--- src/rtl/core/ascr_pkg.sv ---
// Package for the adaptive sine current reference.
// Holds command, phase and register codes, reset values, and the half-sine table.
// No dependencies.
`default_nettype none

package ascr_pkg;

   localparam int unsigned CMD_W    = 2;
   localparam int unsigned SAMPLE_W = 12;
   localparam int unsigned DUTY_W   = 16;
   localparam int unsigned AMP_W    = 16;
   localparam int unsigned POS_W    = 8;
   localparam int unsigned LEAD_W   = 3;
   localparam int unsigned ROM_W    = 12;
   localparam int unsigned ROM_SIZE = 256;
   localparam int unsigned CSR_IDX_W  = 3;
   localparam int unsigned CSR_DATA_W = 12;

   typedef logic [CMD_W-1:0]    cmd_type;
   typedef logic [SAMPLE_W-1:0] sample_type;
   typedef logic [DUTY_W-1:0]   duty_type;
   typedef logic [AMP_W-1:0]    amp_type;
   typedef logic [POS_W-1:0]    pos_type;
   typedef logic [LEAD_W-1:0]   lead_type;
   typedef logic [ROM_W-1:0]    rom_word_type;
   typedef logic [1:0]          phase_type;

   // operands handed to the duty multiplier
   typedef struct packed {
      pos_type  position;
      lead_type lead;
      amp_type  amplitude;
   } duty_req_type;

   localparam cmd_type CMD_SAMPLE  = 2'd0;
   localparam cmd_type CMD_START   = 2'd1;
   localparam cmd_type CMD_RESTART = 2'd2;
   localparam cmd_type CMD_UNUSED  = 2'd3;

   localparam phase_type PH_RISING  = 2'd0;
   localparam phase_type PH_MIDDLE  = 2'd1;
   localparam phase_type PH_FALLING = 2'd2;
   localparam phase_type PH_REVERT  = 2'd3;

   localparam logic [CSR_IDX_W-1:0] REG_TARGET_PEAK = 3'd0;
   localparam logic [CSR_IDX_W-1:0] REG_RISE_END    = 3'd1;
   localparam logic [CSR_IDX_W-1:0] REG_MIDDLE_END  = 3'd2;
   localparam logic [CSR_IDX_W-1:0] REG_CUT         = 3'd3;
   localparam logic [CSR_IDX_W-1:0] REG_CENTRE      = 3'd4;
   localparam logic [CSR_IDX_W-1:0] REG_MAX_LEAD    = 3'd5;

   localparam sample_type RST_TARGET_PEAK = 12'd0;
   localparam pos_type    RST_RISE_END    = 8'd115;
   localparam pos_type    RST_MIDDLE_END  = 8'd123;
   localparam pos_type    RST_CUT         = 8'd210;
   localparam pos_type    RST_CENTRE      = 8'd119;
   localparam lead_type   RST_MAX_LEAD    = 3'd5;

   localparam rom_word_type SINE_ROM [ROM_SIZE] = '{
      12'd53,   12'd107,  12'd160,  12'd214,  12'd267,  12'd321,  12'd374,  12'd428,
      12'd481,  12'd534,  12'd587,  12'd640,  12'd693,  12'd746,  12'd798,  12'd851,
      12'd903,  12'd955,  12'd1007, 12'd1059, 12'd1111, 12'd1163, 12'd1214, 12'd1265,
      12'd1316, 12'd1366, 12'd1417, 12'd1467, 12'd1517, 12'd1567, 12'd1616, 12'd1665,
      12'd1714, 12'd1762, 12'd1811, 12'd1859, 12'd1906, 12'd1953, 12'd2000, 12'd2047,
      12'd2093, 12'd2139, 12'd2185, 12'd2230, 12'd2275, 12'd2319, 12'd2363, 12'd2406,
      12'd2450, 12'd2492, 12'd2535, 12'd2577, 12'd2618, 12'd2659, 12'd2700, 12'd2740,
      12'd2779, 12'd2818, 12'd2857, 12'd2895, 12'd2933, 12'd2970, 12'd3007, 12'd3043,
      12'd3078, 12'd3113, 12'd3148, 12'd3182, 12'd3215, 12'd3248, 12'd3281, 12'd3312,
      12'd3344, 12'd3374, 12'd3404, 12'd3434, 12'd3463, 12'd3491, 12'd3519, 12'd3546,
      12'd3572, 12'd3598, 12'd3624, 12'd3648, 12'd3672, 12'd3696, 12'd3718, 12'd3740,
      12'd3762, 12'd3783, 12'd3803, 12'd3823, 12'd3841, 12'd3860, 12'd3877, 12'd3894,
      12'd3910, 12'd3926, 12'd3941, 12'd3955, 12'd3969, 12'd3981, 12'd3994, 12'd4005,
      12'd4016, 12'd4026, 12'd4035, 12'd4044, 12'd4052, 12'd4059, 12'd4066, 12'd4072,
      12'd4077, 12'd4082, 12'd4086, 12'd4089, 12'd4091, 12'd4093, 12'd4094, 12'd4095,
      12'd4094, 12'd4093, 12'd4091, 12'd4089, 12'd4086, 12'd4082, 12'd4077, 12'd4072,
      12'd4066, 12'd4059, 12'd4052, 12'd4044, 12'd4035, 12'd4026, 12'd4016, 12'd4005,
      12'd3994, 12'd3981, 12'd3969, 12'd3955, 12'd3941, 12'd3926, 12'd3910, 12'd3894,
      12'd3877, 12'd3860, 12'd3841, 12'd3823, 12'd3803, 12'd3783, 12'd3762, 12'd3740,
      12'd3718, 12'd3696, 12'd3672, 12'd3648, 12'd3624, 12'd3598, 12'd3572, 12'd3546,
      12'd3519, 12'd3491, 12'd3463, 12'd3434, 12'd3404, 12'd3374, 12'd3344, 12'd3312,
      12'd3281, 12'd3248, 12'd3215, 12'd3182, 12'd3148, 12'd3113, 12'd3078, 12'd3043,
      12'd3007, 12'd2970, 12'd2933, 12'd2895, 12'd2857, 12'd2818, 12'd2779, 12'd2740,
      12'd2700, 12'd2659, 12'd2618, 12'd2577, 12'd2535, 12'd2492, 12'd2450, 12'd2406,
      12'd2363, 12'd2319, 12'd2275, 12'd2230, 12'd2185, 12'd2139, 12'd2093, 12'd2047,
      12'd2000, 12'd1953, 12'd1906, 12'd1859, 12'd1811, 12'd1762, 12'd1714, 12'd1665,
      12'd1616, 12'd1567, 12'd1517, 12'd1467, 12'd1417, 12'd1366, 12'd1316, 12'd1265,
      12'd1214, 12'd1163, 12'd1111, 12'd1059, 12'd1007, 12'd955,  12'd903,  12'd851,
      12'd798,  12'd746,  12'd693,  12'd640,  12'd587,  12'd534,  12'd481,  12'd428,
      12'd374,  12'd321,  12'd267,  12'd214,  12'd160,  12'd107,  12'd53,   12'd0,
      12'd0,    12'd0,    12'd0,    12'd0,    12'd0,    12'd0,    12'd0,    12'd0,
      12'd0,    12'd0,    12'd0,    12'd0,    12'd0,    12'd0,    12'd0,    12'd0
   };

endpackage

`default_nettype wire

--- src/rtl/core/ascr_channels_if.sv ---
// Valid/ready channel interfaces for the sine current reference.
// Depends on ascr_pkg for payload types.
`default_nettype none

interface ascr_req_if;
   import ascr_pkg::*;
   logic       valid;
   logic       ready;
   cmd_type    cmd;
   sample_type current_sample;
   modport source (output valid, output cmd, output current_sample, input ready);
   modport sink   (input valid, input cmd, input current_sample, output ready);
endinterface

interface ascr_rsp_if;
   import ascr_pkg::*;
   logic     valid;
   logic     ready;
   logic     finished;
   logic     duty_valid;
   duty_type duty;
   modport source (output valid, output finished, output duty_valid, output duty,
                   input ready);
   modport sink   (input valid, input finished, input duty_valid, input duty,
                   output ready);
endinterface

interface ascr_csr_if;
   import ascr_pkg::*;
   logic                  valid;
   logic                  ready;
   logic [CSR_IDX_W-1:0]  index;
   logic [CSR_DATA_W-1:0] data;
   modport source (output valid, output index, output data, input ready);
   modport sink   (input valid, input index, input data, output ready);
endinterface

`default_nettype wire

--- src/rtl/core/ascr_duty_calc.sv ---
// Duty datapath: lead-shifted half-sine lookup times amplitude, scaled by 1/4096.
// Depends on ascr_pkg for the table and operand struct.
`default_nettype none

module ascr_duty_calc
   import ascr_pkg::*;
#(
   parameter int unsigned TABLE_SIZE = 240
) (
   input  duty_req_type op,
   output duty_type     duty
);

   localparam logic [POS_W:0] LAST_POS = (POS_W+1)'(TABLE_SIZE - 1);
   localparam logic [POS_W:0] TBL_END  = (POS_W+1)'(TABLE_SIZE);

   logic [POS_W:0]            lead_idx;
   pos_type                   rom_addr;
   rom_word_type              rom_word;
   logic [ROM_W+AMP_W-1:0]    prod;

   always_comb begin
      lead_idx = {1'b0, op.position} + {{(POS_W+1-LEAD_W){1'b0}}, op.lead};
      // lead reaches the last table entry or runs past it: fall back to the unshifted entry
      if (lead_idx >= LAST_POS) begin
         rom_addr = op.position;
      end else begin
         rom_addr = lead_idx[POS_W-1:0];
      end
      if ({1'b0, rom_addr} >= TBL_END) begin
         rom_word = '0;
      end else begin
         rom_word = SINE_ROM[rom_addr];
      end
      prod = {{AMP_W{1'b0}}, rom_word} * {{ROM_W{1'b0}}, op.amplitude};
   end

   assign duty = prod[ROM_W+DUTY_W-1:ROM_W];

endmodule

`default_nettype wire

--- src/rtl/core/adaptive_sine_current_reference_top.sv ---
// Top level of the adaptive sine current reference: half-cycle sequencer,
// peak tracking, amplitude/lead correction and result register.
// Depends on ascr_pkg, ascr_channels_if and ascr_duty_calc.
//
//  channel  dir  payload                          beat when
//  req_bus  in   cmd, current_sample              valid && ready
//  rsp_bus  out  finished, duty_valid, duty       valid && ready
//  csr_bus  in   index, data (12b, low bits used) valid (ready tied high)
//
// One beat per cycle while req ready is high; a sample step's result appears in the cycle after its beat.
// Each sample step does a single combinational ROM lookup and 12x16 multiply.
// Start and restart commands update state, unused commands do nothing, and none produce a result.
// req ready drops only while a result is held and rsp ready is low.
// Synchronous active-high reset restores register defaults and clears state.
`default_nettype none

module adaptive_sine_current_reference_top
   import ascr_pkg::*;
#(
   parameter int unsigned TABLE_SIZE = 240
) (
   input  wire         clock,
   input  wire         reset,
   ascr_req_if.sink    req_bus,
   ascr_rsp_if.source  rsp_bus,
   ascr_csr_if.sink    csr_bus
);

   localparam logic [POS_W:0] LAST_POS = (POS_W+1)'(TABLE_SIZE - 1);

   // configuration
   sample_type target_peak_ff;
   pos_type    rise_end_ff, middle_end_ff, cut_ff, centre_ff;
   lead_type   max_lead_ff;

   // half-cycle state
   pos_type    position_ff, position_in;
   phase_type  phase_ff, phase_in;
   sample_type meas_peak_ff, meas_peak_in;
   pos_type    peak_pos_ff, peak_pos_in;
   amp_type    amplitude_ff, amplitude_in;
   lead_type   lead_ff, lead_in;

   // result register
   logic       rsp_valid_ff, rsp_valid_in;
   logic       finished_ff, finished_in;
   logic       duty_valid_ff, duty_valid_in;
   duty_type   duty_ff, duty_in;

   logic         req_beat;
   logic         rsp_load;
   amp_type      amp_eff;
   sample_type   meas_eff;
   pos_type      peak_pos_eff;
   duty_req_type duty_op;
   duty_type     duty_raw;

   assign req_bus.ready = !rsp_valid_ff || rsp_bus.ready;
   assign req_beat      = req_bus.valid && req_bus.ready;
   assign csr_bus.ready = 1'b1;

   assign amp_eff = (amplitude_ff == '0) ?
                    {{(AMP_W-SAMPLE_W+3){1'b0}}, target_peak_ff[SAMPLE_W-1:3]} :
                    amplitude_ff;

   assign duty_op = '{position: position_ff, lead: lead_ff, amplitude: amp_eff};

   ascr_duty_calc #(.TABLE_SIZE(TABLE_SIZE)) u_duty_calc (
      .op   (duty_op),
      .duty (duty_raw)
   );

   always_ff @(posedge clock) begin
      if (reset) begin
         target_peak_ff <= RST_TARGET_PEAK;
         rise_end_ff    <= RST_RISE_END;
         middle_end_ff  <= RST_MIDDLE_END;
         cut_ff         <= RST_CUT;
         centre_ff      <= RST_CENTRE;
         max_lead_ff    <= RST_MAX_LEAD;
      end else if (csr_bus.valid) begin
         unique case (csr_bus.index)
            REG_TARGET_PEAK: target_peak_ff <= csr_bus.data[SAMPLE_W-1:0];
            REG_RISE_END:    rise_end_ff    <= csr_bus.data[POS_W-1:0];
            REG_MIDDLE_END:  middle_end_ff  <= csr_bus.data[POS_W-1:0];
            REG_CUT:         cut_ff         <= csr_bus.data[POS_W-1:0];
            REG_CENTRE:      centre_ff      <= csr_bus.data[POS_W-1:0];
            REG_MAX_LEAD:    max_lead_ff    <= csr_bus.data[LEAD_W-1:0];
            default: ;
         endcase
      end
   end

   always_comb begin
      position_in   = position_ff;
      phase_in      = phase_ff;
      meas_peak_in  = meas_peak_ff;
      peak_pos_in   = peak_pos_ff;
      amplitude_in  = amplitude_ff;
      lead_in       = lead_ff;
      rsp_load      = 1'b0;
      finished_in   = finished_ff;
      duty_valid_in = duty_valid_ff;
      duty_in       = duty_ff;
      meas_eff      = (meas_peak_ff < req_bus.current_sample) ?
                      req_bus.current_sample : meas_peak_ff;
      peak_pos_eff  = (meas_peak_ff < req_bus.current_sample) ? position_ff : peak_pos_ff;

      if (req_beat) begin
         unique case (req_bus.cmd)
            CMD_START: begin
               position_in  = '0;
               phase_in     = PH_RISING;
               meas_peak_in = '0;
               peak_pos_in  = '0;
            end
            CMD_RESTART: begin
               position_in  = '0;
               phase_in     = PH_RISING;
               meas_peak_in = '0;
               peak_pos_in  = '0;
               amplitude_in = '0;
               lead_in      = '0;
            end
            CMD_SAMPLE: begin
               rsp_load = 1'b1;
               if ({1'b0, position_ff} >= LAST_POS) begin
                  // table exhausted: report and hold everything
                  finished_in   = 1'b1;
                  duty_valid_in = 1'b0;
                  duty_in       = '0;
               end else begin
                  finished_in   = 1'b0;
                  duty_valid_in = 1'b1;
                  duty_in       = duty_raw;
                  amplitude_in  = amp_eff;
                  position_in   = position_ff + POS_W'(1);
                  if (phase_ff == PH_REVERT) begin
                     duty_valid_in = 1'b0;
                     duty_in       = '0;
                  end else begin
                     meas_peak_in = meas_eff;
                     peak_pos_in  = peak_pos_eff;
                     if (phase_ff == PH_RISING) begin
                        if (position_ff > rise_end_ff) phase_in = PH_MIDDLE;
                     end else if (phase_ff == PH_MIDDLE) begin
                        if (position_ff > middle_end_ff) phase_in = PH_FALLING;
                     end else if (position_ff > cut_ff) begin
                        if (meas_eff < target_peak_ff) begin
                           if (amp_eff != '1) amplitude_in = amp_eff + AMP_W'(1);
                        end else if (meas_eff > target_peak_ff) begin
                           if (amp_eff != '0) amplitude_in = amp_eff - AMP_W'(1);
                        end
                        if (peak_pos_eff > centre_ff) begin
                           if (lead_ff < max_lead_ff) lead_in = lead_ff + LEAD_W'(1);
                        end else if (peak_pos_eff < centre_ff) begin
                           if (lead_ff != '0) lead_in = lead_ff - LEAD_W'(1);
                        end
                        phase_in = PH_REVERT;
                        duty_in  = '0;
                     end
                  end
               end
            end
            CMD_UNUSED: ;
            default: ;
         endcase
      end

      if (rsp_load) begin
         rsp_valid_in = 1'b1;
      end else if (rsp_bus.ready) begin
         rsp_valid_in = 1'b0;
      end else begin
         rsp_valid_in = rsp_valid_ff;
      end
   end

   always_ff @(posedge clock) begin
      if (reset) begin
         position_ff  <= '0;
         phase_ff     <= PH_RISING;
         meas_peak_ff <= '0;
         peak_pos_ff  <= '0;
         amplitude_ff <= '0;
         lead_ff      <= '0;
         rsp_valid_ff <= 1'b0;
      end else begin
         position_ff  <= position_in;
         phase_ff     <= phase_in;
         meas_peak_ff <= meas_peak_in;
         peak_pos_ff  <= peak_pos_in;
         amplitude_ff <= amplitude_in;
         lead_ff      <= lead_in;
         rsp_valid_ff <= rsp_valid_in;
      end
   end

   always_ff @(posedge clock) begin
      if (rsp_load) begin
         finished_ff   <= finished_in;
         duty_valid_ff <= duty_valid_in;
         duty_ff       <= duty_in;
      end
   end

   assign rsp_bus.valid      = rsp_valid_ff;
   assign rsp_bus.finished   = finished_ff;
   assign rsp_bus.duty_valid = duty_valid_ff;
   assign rsp_bus.duty       = duty_ff;

   a_finished_no_duty: assert property (@(posedge clock) disable iff (reset)
      rsp_bus.valid && rsp_bus.finished |-> !rsp_bus.duty_valid && rsp_bus.duty == '0)
      else $error("finished beat carries a duty");

   a_no_duty_is_zero: assert property (@(posedge clock) disable iff (reset)
      rsp_bus.valid && !rsp_bus.duty_valid |-> rsp_bus.duty == '0)
      else $error("unwritten duty is not zero");

   a_step_advances: assert property (@(posedge clock) disable iff (reset)
      req_beat && req_bus.cmd == CMD_SAMPLE && {1'b0, position_ff} < LAST_POS
      |=> position_ff == $past(position_ff) + POS_W'(1) && rsp_valid_ff)
      else $error("sample step did not advance position or load a result");

   a_start_clears: assert property (@(posedge clock) disable iff (reset)
      req_beat && (req_bus.cmd == CMD_START || req_bus.cmd == CMD_RESTART)
      |=> position_ff == '0 && phase_ff == PH_RISING && meas_peak_ff == '0)
      else $error("start did not clear the half cycle");

   a_restart_clears_amp: assert property (@(posedge clock) disable iff (reset)
      req_beat && req_bus.cmd == CMD_RESTART |=> amplitude_ff == '0 && lead_ff == '0)
      else $error("restart did not clear amplitude and lead");

endmodule

`default_nettype wire

--- src/flat_wrapper.sv ---
// flat-port wrapper written by rule: the top's interface ports become plain ports
module adaptive_sine_current_reference_top_flat import ascr_pkg::*;
#(
   parameter int unsigned TABLE_SIZE = 240
)
  (clock, reset, req_bus_valid, req_bus_cmd, req_bus_current_sample, req_bus_ready, rsp_bus_valid, rsp_bus_finished, rsp_bus_duty_valid, rsp_bus_duty, rsp_bus_ready, csr_bus_valid, csr_bus_index, csr_bus_data, csr_bus_ready);
  ascr_req_if req_bus_i ();
  ascr_rsp_if rsp_bus_i ();
  ascr_csr_if csr_bus_i ();
  input  wire clock;
  input  wire reset;
  input wire logic [$bits(req_bus_i.valid)-1:0] req_bus_valid;
  input wire logic [$bits(req_bus_i.cmd)-1:0] req_bus_cmd;
  input wire logic [$bits(req_bus_i.current_sample)-1:0] req_bus_current_sample;
  output wire logic [$bits(req_bus_i.ready)-1:0] req_bus_ready;
  output wire logic [$bits(rsp_bus_i.valid)-1:0] rsp_bus_valid;
  output wire logic [$bits(rsp_bus_i.finished)-1:0] rsp_bus_finished;
  output wire logic [$bits(rsp_bus_i.duty_valid)-1:0] rsp_bus_duty_valid;
  output wire logic [$bits(rsp_bus_i.duty)-1:0] rsp_bus_duty;
  input wire logic [$bits(rsp_bus_i.ready)-1:0] rsp_bus_ready;
  input wire logic [$bits(csr_bus_i.valid)-1:0] csr_bus_valid;
  input wire logic [$bits(csr_bus_i.index)-1:0] csr_bus_index;
  input wire logic [$bits(csr_bus_i.data)-1:0] csr_bus_data;
  output wire logic [$bits(csr_bus_i.ready)-1:0] csr_bus_ready;
  assign req_bus_i.valid = req_bus_valid;
  assign req_bus_i.cmd = req_bus_cmd;
  assign req_bus_i.current_sample = req_bus_current_sample;
  assign req_bus_ready = req_bus_i.ready;
  assign rsp_bus_valid = rsp_bus_i.valid;
  assign rsp_bus_finished = rsp_bus_i.finished;
  assign rsp_bus_duty_valid = rsp_bus_i.duty_valid;
  assign rsp_bus_duty = rsp_bus_i.duty;
  assign rsp_bus_i.ready = rsp_bus_ready;
  assign csr_bus_i.valid = csr_bus_valid;
  assign csr_bus_i.index = csr_bus_index;
  assign csr_bus_i.data = csr_bus_data;
  assign csr_bus_ready = csr_bus_i.ready;
  adaptive_sine_current_reference_top #(.TABLE_SIZE(TABLE_SIZE)) u_core (.clock(clock), .reset(reset), .req_bus(req_bus_i), .rsp_bus(rsp_bus_i), .csr_bus(csr_bus_i));
endmodule
--- config.mk ---
export PLATFORM = sky130hd
export DESIGN_NAME = adaptive_sine_current_reference_top_flat
export DESIGN_NICKNAME = d
export VERILOG_FILES = /design/src/rtl/core/ascr_pkg.sv /design/src/rtl/core/ascr_channels_if.sv /design/src/rtl/core/ascr_duty_calc.sv /design/src/rtl/core/adaptive_sine_current_reference_top.sv /design/src/flat_wrapper.sv
export SDC_FILE = /design/constraint.sdc
export NUM_CORES = 1
export LEC_CHECK = 0
export ABC_AREA = 0
export BUFFER_PORTS_ARGS = -buffer_cell sky130_fd_sc_hd__buf_2
export CAP_MARGIN = 20
export CORE_MARGIN = 5
export CORE_UTILIZATION = 25
export CTS_BUF_LIST = sky130_fd_sc_hd__clkbuf_8
export CTS_CLUSTER_DIAMETER = 40
export DETAILED_ROUTE_END_ITERATION = 8
export PLACE_DENSITY = 0.44
export SYNTH_ARGS = -nofsm -noshare
export SYNTH_HDL_FRONTEND = slang
export SYNTH_HIERARCHICAL = 1
export SYNTH_SLANG_ARGS = --single-unit
--- constraint.sdc ---
create_clock -name clock -period 10.3 [get_ports clock]
set_clock_uncertainty 0.05 [all_clocks]
set_input_delay 0 -clock clock [delete_from_list [all_inputs] [get_ports clock]]
set_output_delay 0 -clock clock [all_outputs]
set_load 0.01 [all_outputs]
==> results of run 1 <==
[cells by family (layout without fill, tap and decap cells)]
kind of cell,count (synthesis),after routing
mux,40,40
flops,115,115
fa+ha+maj,283,283
simple gates,783,783
xor+xnor,29,29
other cells,1,2
compound gates,527,527
buf+inv,380,480
[layout by cell type, fill, tap and decap left out, drive strengths merged, types with 12 or more instances in the layout]
| master | netlist | layout |
|---|---|---|
| nand3b | 13 | 13 |
| xnor2 | 17 | 17 |
| nand4 | 32 | 32 |
| o22ai | 17 | 17 |
| a31oi | 30 | 30 |
| ha | 142 | 142 |
| nor3 | 38 | 38 |
| o221ai | 13 | 13 |
| clkbuf | 89 | 18 |
| fa | 141 | 141 |
| nor2b | 17 | 17 |
| a21o | 15 | 15 |
| buf | 47 | 169 |
| o21a | 12 | 12 |
| o211ai | 25 | 25 |
| a22o | 23 | 23 |
| nand2 | 326 | 326 |
| and3 | 18 | 18 |
| inv | 243 | 253 |
| nand2b | 16 | 16 |
| nor2 | 129 | 129 |
| xor2 | 12 | 12 |
| dlygate4sd3 | 0 | 34 |
| mux2 | 24 | 24 |
| nor4 | 17 | 17 |
| edfxtp | 18 | 18 |
| a211o | 20 | 20 |
| a21oi | 153 | 153 |
| nand3 | 40 | 40 |
| a211oi | 16 | 16 |
| o21ai | 92 | 92 |
| and2 | 90 | 90 |
| dfxtp | 97 | 97 |
| mux2i | 16 | 16 |
[cell type report]
type	instances	share of cell area (%)
clock buffer	17	1.20
antenna	1	0.0129
clock inverter	15	0.810
inverter	244	4.73
timing repair buffer	204	8.19
sequential	115	12.8
tap	873	5.61
multi-input combinational	1663	66.7
[worst reg2reg max path, delay by kind of cell, from the launching register on]
kind	cells	cell delay, ns
AOI/OAI and AO/OA	16	3.01
xor gates and xnor gates	1	0.07
adders and majority gates	9	3.92
buffers and inverters	8	0.91
DFF	1	0.38
muxes	1	0.32
and+or+nand+nor	8	0.92
[routing by layer]
| layer | global-route usage [%] | up-vias | wire (µm) |
|---|---|---|---|
| li1 | - | 7667 | - |
| met1 | 22.2 | 8109 | 27000 |
| met2 | 28.6 | 647 | 29800 |
| met3 | 2.38 | 139 | 4300 |
| met4 | 6.19 | 0 | 2370 |
| met5 | 0 | - | 0 |
[where the power goes]
part	leakage, nW	total [mW]	internal [mW]	switching (mW)
Combinational	7.41	0.182	0.0705	0.111
Sequential	0.957	0.469	0.463	0.00564
Clock	0.197	0.444	0.182	0.262
Total	8.56	1.10	0.716	0.379
[final timing paths]
kind / startpoint / endpoint / slack, ns / cells past startpoint
setup / recovery: u_core/lead_ff[0] / u_core/rsp_bus.duty[14] / 0.46 / 43
hold / removal: csr_bus_index[0] / u_core/cut_ff[4] / 0.05 / 4
setup reg to reg: u_core/lead_ff[0] / u_core/rsp_bus.duty[14] / 0.46 / 43
hold reg to reg: u_core/target_peak_ff[1] / u_core/target_peak_ff[1] / 0.41 / 2
[metrics by stage]
stage / area [µm²] / setup TNS, ns / std cells / total power, mW / setup slack (ns)
floorplan: 16800 / 0 / 2158 / 0.584 / 0.203
global placement: 18400 / -0.186 / 3051 / 0.648 / -0.109
detailed placement: 18400 / 0 / 3051 / 0.648 / 0.0672
CTS: 19200 / 0 / 3117 / 1.11 / 0.0213
global route: 19500 / -0.0539 / 3132 / 1.15 / -0.0470
finish: 19500 / 0 / 3132 / 1.10 / 0.456
[Yosys cell counts, types with 10 or more instances]
cell type  number  area (µm²)
nor3_1         37         185
o22ai_1        17         106
a211oi_1       15         113
a211o_1        20         175
mux2i_1        14         140
mux2_2         24         270
nor2_1        126         473
and3_1         18         113
xor2_1         12         105
clkbuf_1       89         334
fa_1          141        2820
nand2b_1       16         100
o21ai_0        81         405
a21oi_1       150         751
o21a_1         11        82.6
nor4_1         11        68.8
o211ai_1       25         188
and2_1         89         557
nand2_1       325        1220
a22o_1         23         201
nand4_1        32         200
inv_1         239         897
o221ai_1       13         114
dfxtp_1        97        1940
xnor2_1        17         149
nand3b_1       13        97.6
nand3_1        40         200
ha_1          142        1780
buf_1          10        37.5
buf_2          27         135
nor2b_1        17         106
a31oi_1        28         175
edfxtp_1       18         541
a21o_1         14         105
[what timing repair did]
| item | in CTS | in global routing |
|---|---|---|
| hold buffers | 34 | 0 |
| resized for setup | 0 | 56 |
| endpoints found under the hold margin | 65 | 0 |
| setup endpoints to repair | 0 | 15 |
| setup buffers | 0 | 10 |
[state kept, by name (all words and copies together), names as in the netlist, 3 cells and up]
register,cells
u_core/amplitude_ff,16
u_core/centre_ff,8
u_core/cut_ff,8
u_core/lead_ff,3
u_core/max_lead_ff,3
u_core/meas_peak_ff,12
u_core/middle_end_ff,8
u_core/peak_pos_ff,8
u_core/position_ff,8
u_core/rise_end_ff,8
u_core/rsp_bus.duty,16
u_core/target_peak_ff,12
==> summary.md, run 1 <==
| Metric | Value |
|---|---|
| Final #Nets | `2562` |
| Crit path largest cell delay | `0.59 ns` |
| Post-route DRC | `0` |
| Core Util, Final | `29.1%` |
| Synth Area in Adders | `27.4%` |
| First-pass GRT wire length | `98900 µm` |
| Die H | `269 µm` |
| VDD IR max | `0.0788 mV` |
| Post-route ant nets | `0` |
| Yosys cell types | `101` |
| Synth Area in Simple Gates | `23.2%` |
| CP arrival | `10.02 ns` |
| CTS max path bufs | `2` |
| Die area | `72400 µm²` |
| CP Launch Type | `flip-flop` |
| Starting Density | `25.1%` |
| GPL Wtd Cong | `1.02` |
| I/O Buffers | `53` |
| Vias in the first global route | `16.8k` |
| Post-layout minimum cycle time | `9.84 ns` |
| Least-Margin Pin Slew | `1.09 ns` |
| Total CTS buffers | `17` |
| Cell Area, Synth | `16800 µm²` |
| Mux contribution to synthesized area | `2.66%` |
| Ys Warns | `6` |
| Pleak | `8.56 nW` |
| Final HPWL DP | `48200 µm` |
| Post-Synthesis Cells | `2158` |
| Compound-Gate Fraction of Synth Area | `21.4%` |
| Crit. End Element | `flip-flop` |
| Slew Limit Fails | `0` |
| Syn_nets | `2475` |
| Number of enable flip-flop cells after synthesis | `18` |
| Max FO, Critical Path | `18` |
| Worst hold slack | `0.0479 ns` |
| Fillcell total | `7168` |
| FF+latch count, synth | `115` |
| Mean Syn Cell Area | `7.78 µm²` |
| Worst min path class | `input pin to flip-flop` |
| WS Path Type | `flip-flop to flip-flop` |
| Final hold viol count | `0` |
| Initial antenna violation count | `2` |
| Final wirelength | `63500 µm` |
| Share of layout cells above drive strength 1 | `14.1%` |
| CTS clock-pin slew for the worst setup and hold paths | `0.10 ns` |
| Largest net degree at the start of global routing | `63` |
| Die width | `269 µm` |
| Fmax | `102 MHz` |
| Gr usage total | `17.0%` |
| Ys flop type | `dfxtp_1` |
| Worst path bufs/invs | `8` |
| IO Count | `55` |
| Vias per cell | `5.29` |
| Post-synth ARST share | `0%` |
| Cell Pwr Density | `56.3 nW/µm²` |
| Multi-input logic area | `13000 µm²` |
| FP Rows | `95` |
| Final Cycle Share | `95.6%` |
| Largest family of logic cells by synthesized area | `adder cells` |
| Slew margin rel. | `25.8%` |
| Final setup fails | `0` |
| Required @ worst endpoint | `10.47 ns` |
| Seq/Total Area, Yosys | `14.8%` |
| Via count | `16.6k` |
| Core outline area | `66900 µm²` |
| Clock network latency to the later pin of the worst-skew pair | `0.47 ns` |
| Max stage delay cell, worst path | `fa_2` |
| Pre-antenna DRT Iters | `6` |
| Status | `finished, final reports clean` |
| Drt initial violations | `1365` |
| Synth Area in XOR/XNOR | `1.51%` |
| CTS tree | `built` |
| Register area | `2490 µm²` |
| CP delay by family, top | `adder cells` |
| CTS root buf | `clkbuf_8` |
| Clk sinks | `115` |
| Max cap viols | `0` |
| GR Overflow Total | `0` |
| Area growth from synthesis to final layout | `15.9%` |
| Wire length per cell | `20.3 µm` |
| H-Tree Depth | `4` |
Note: power is estimated with default switching activity, not from simulation.
==> run 2, diff against run 1 <==
--- a/config.mk
+++ b/config.mk
@@ -5,7 +5,7 @@
 export SDC_FILE = /design/constraint.sdc
 export NUM_CORES = 1
 export LEC_CHECK = 0
-export ABC_AREA = 0
+export ABC_AREA = 1
 export BUFFER_PORTS_ARGS = -buffer_cell sky130_fd_sc_hd__buf_2
 export CAP_MARGIN = 20
 export CORE_MARGIN = 5
==> run 2 against run 1 <==
Compared with the run above:
- register-to-register slack better by 0.15 ns
- routed wire length rose by 2.6%
- synthesized cell count up 15%
==> summary.md, run 2 <==
| Metric | Value |
|---|---|
| Vias in the first global route | `17.0k (was 16.8k)` |
| Crit path largest cell delay | `0.58 ns (was 0.59 ns)` |
| Final WS setup | `0.602 ns (was 0.456 ns)` |
| GPL Wtd Cong | `0.961 (was 1.02)` |
| Most frequent cells after synthesis | `nand2_1 (595), inv_1 (401), a21oi_1 (191) (was nand2_1 (325), inv_1 (239), a21oi_1 (150))` |
| Post-Synthesis Cells | `2472 (was 2158)` |
| Most frequent cells in the layout | `nand2_1 (594), inv_1 (402), a21oi_1 (190), nor2_1 (184), nand3_1 (146) (was nand2_1 (320), inv_1 (238), a21oi_1 (147), fa_1 (140), ha_1 (139))` |
| Top cells by area, synth | `fa_1 (17%), nand2_1 (13%), dfxtp_1 (12%), ha_1 (11%), inv_1 (8.9%) (was fa_1 (17%), dfxtp_1 (12%), ha_1 (11%), nand2_1 (7.3%), inv_1 (5.3%))` |
| H-Tree Depth | `4 (unchanged)` |
| Ys Warns | `6 (unchanged)` |
| IO Count | `55 (unchanged)` |
| Die H | `270 µm (was 269 µm)` |
| Final Instance Area | `18900 µm² (was 19500 µm²)` |
| Wire length per cell | `19.1 µm (was 20.3 µm)` |
| Reg2Reg Depth | `38 (was 43)` |
| Top-count cell post-synth | `nand2_1 (unchanged)` |
| Clk sinks | `115 (unchanged)` |
| Worst min path class | `input pin to flip-flop (unchanged)` |
| WS Path Type | `flip-flop to flip-flop (unchanged)` |
| Slew Limit Fails | `0 (unchanged)` |
| Top cell type's share of synthesized area | `16.7% (was 16.8%)` |
| Post-place setup slack | `0.541 ns (was 0.0672 ns)` |
| Final setup fails | `0 (unchanged)` |
| Worst r2r src | `u_core/position_ff[0] (was u_core/lead_ff[0])` |
| GR Overflow Total | `0 (unchanged)` |
| Post-route DRC | `0 (unchanged)` |
| Required @ worst endpoint | `10.50 ns (was 10.47 ns)` |
| Fillcell total | `7487 (was 7168)` |
| Crit. End Element | `flip-flop (unchanged)` |
| Setup TNS | `0 ns (unchanged)` |
| Crit path capture | `u_core/rsp_bus.duty[3] (was u_core/rsp_bus.duty[14])` |
| Share of layout cells above drive strength 1 | `10.6% (was 14.1%)` |
| CTS tree | `built (unchanged)` |
| Die area | `72800 µm² (was 72400 µm²)` |
| Status | `finished, final reports clean (unchanged)` |
| Area growth from synthesis to final layout | `11.8% (was 15.9%)` |
| Post-layout minimum cycle time | `9.70 ns (was 9.84 ns)` |
| Clock network latency to the later pin of the worst-skew pair | `0.49 ns (was 0.47 ns)` |
| Post-synth top area cell | `fa_1 (unchanged)` |
| Fmax | `103 MHz (was 102 MHz)` |
| Pleak | `9.02 nW (was 8.56 nW)` |
| Final HPWL DP | `51400 µm (was 48200 µm)` |
| Final std cells w/o fill | `3419 (was 3132)` |
| FF+latch count, synth | `115 (unchanged)` |
| Seq/Total Area, Yosys | `14.7% (was 14.8%)` |
| Max stage delay cell, worst path | `fa_1 (was fa_2)` |
| Worst hold slack | `0.155 ns (was 0.0479 ns)` |
| Gr usage total | `17.7% (was 17.0%)` |
| CP Launch Type | `flip-flop (unchanged)` |
| Cell Pwr Density | `90.7 nW/µm² (was 56.3 nW/µm²)` |
| VDD IR max | `0.0920 mV (was 0.0788 mV)` |
| RSZ-0062 raised after global routing | `no` |
| Max cap viols | `0 (unchanged)` |
| Cell Area, Synth | `16900 µm² (was 16800 µm²)` |
| Placed cell areas | `18000 µm² (was 18400 µm²)` |
| Pre-antenna DRT Iters | `5 (was 6)` |
| Most common cell on crit path | `nand2_1` |
| Core outline area | `67000 µm² (was 66900 µm²)` |
| Via count | `16.9k (was 16.6k)` |
| Vias per cell | `4.96 (was 5.29)` |
| Least-Margin Pin Slew | `1.09 ns (about the same)` |
| CTS clock-pin slew for the worst setup and hold paths | `0.09 ns (was 0.10 ns)` |
| Post-synth ARST share | `0% (unchanged)` |
| FP Rows | `95 (unchanged)` |
| First-pass GRT wire length | `101000 µm (was 98900 µm)` |
| RR Endpoint | `u_core/rsp_bus.duty[3] (was u_core/rsp_bus.duty[14])` |
| Final hold viol count | `0 (unchanged)` |
| Initial antenna violation count | `2 (unchanged)` |
| Post-route ant nets | `0 (unchanged)` |
| Worst R2R Setup Slack | `0.60 ns (was 0.46 ns)` |
| Drt initial violations | `1402 (was 1365)` |
| Final Cycle Share | `94.2% (was 95.6%)` |
| Starting Density | `25.2% (was 25.1%)` |
| Die width | `270 µm (was 269 µm)` |
| Total CTS buffers | `17 (unchanged)` |
| Yosys cell types | `62 (was 101)` |
| Placed insts | `3346 (was 3051)` |
| CTS root buf | `clkbuf_8 (unchanged)` |
| I/O Buffers | `53 (unchanged)` |
| Number of enable flip-flop cells after synthesis | `18 (unchanged)` |
| Max FO, Critical Path | `14 (was 18)` |
| Slew margin rel. | `27.3% (was 25.8%)` |
| Final wirelength | `65100 µm (was 63500 µm)` |
| Commonest non-fill, non-tap cell in the layout | `nand2_1 (unchanged)` |
| CP arrival | `9.89 ns (was 10.02 ns)` |
| Mean Syn Cell Area | `6.83 µm² (was 7.78 µm²)` |
| CP Launch Point | `u_core/position_ff[0] (was u_core/lead_ff[0])` |
| Syn_nets | `2789 (was 2475)` |
| Largest net degree at the start of global routing | `52 (was 63)` |
| CTS max path bufs | `2 (unchanged)` |
| Ys flop type | `dfxtp_1 (unchanged)` |
| Final #Nets | `2849 (was 2562)` |
[run 2: changes by cell type after synthesis, moves of 47 or more]
cell / before / now
and2_1: 89 / 0
clkbuf_1: 89 / 42
inv_1: 239 / 401
nand2_1: 325 / 595
nand3_1: 40 / 146
nor2_1: 126 / 187
o21ai_0: 81 / 128
[run 2: cell type report]
class / instances / area (µm²) / area share [%]
antenna: 1 / 2.50 / 0.0133
clock buffer: 17 / 234 / 1.24
clock inverter: 15 / 196 / 1.04
inverter: 428 / 1610 / 8.51
multi-input combinational: 1841 / 12300 / 65.2
sequential: 115 / 2480 / 13.1
tap: 873 / 1090 / 5.79
timing repair buffer: 129 / 961 / 5.09
[run 2: cells by family after synthesis]
group,after synthesis,share of synthesized area (%)
buffers and inverters,516,12.5
flip-flops,115,14.7
AO/OA/AOI/OAI,444,15.0
adder cells (fa/ha/maj),283,27.2
AND/OR/NAND/NOR,1099,29.8
XOR/XNOR,14,0.726
other,1,0.0222
[run 2: how the worst min path moves through the flow]
| stage | from | slack [ns] | depth (start not counted) | end |
|---|---|---|---|---|
| floorplan | csr_bus_data[0] | 0.08 | 2 | u_core/max_lead_ff[0] |
| detailed placement | csr_bus_data[11] | 0.26 | 3 | u_core/target_peak_ff[11] |
| global route | req_bus_valid | 0.15 | 4 | u_core/rsp_bus.finished |
| global placement | rsp_bus_ready | 0.25 | 4 | u_core/rsp_bus.valid |
| CTS | req_bus_valid | 0.12 | 4 | u_core/rsp_bus.finished |
| finish | req_bus_valid | 0.15 | 4 | u_core/rsp_bus.finished |
[run 2: per-layer routing]
metal | global-route usage [%] | part of all wire, % | vias to the layer above
met5 | 0 | 0.017 | -
met4 | 6.04 | 3.5 | 2
met3 | 2.79 | 5.6 | 143
met2 | 29.9 | 47 | 548
met1 | 23.0 | 44 | 8213
li1 | - | - | 8038
[run 2: stage by stage]
stage	utilization [%]	total power, mW
floorplan	-	0.999
global placement	26.9	1.22
detailed placement	26.9	1.22
CTS	28.2	1.73
global route	28.2	1.84
finish	28.2	1.71
[run 2: critical path, delay by kind of cell (launching register included)]
kind                     cells  cell delay, ns
AO/OA/AOI/OAI                6            1.70
XOR/XNOR                     1            0.12
adder cells (fa/ha/maj)      9            3.98
buffers and inverters        8            1.05
flip-flops                   1            0.53
AND/OR/NAND/NOR             14            1.99
[run 2: repair_timing]
action,4_1_cts,5_1_grt
buffers inserted,0,0
endpoints found under the setup margin,0,8
gates resized for setup,0,1
hold buffers,40,0
endpoints found under the hold margin,64,0
[run 2: power by group]
group          internal, mW  switching [mW]  leakage [nW]
sequential            0.472          0.0111         0.955
combinational         0.232           0.512          7.85
clock                 0.247           0.238         0.219
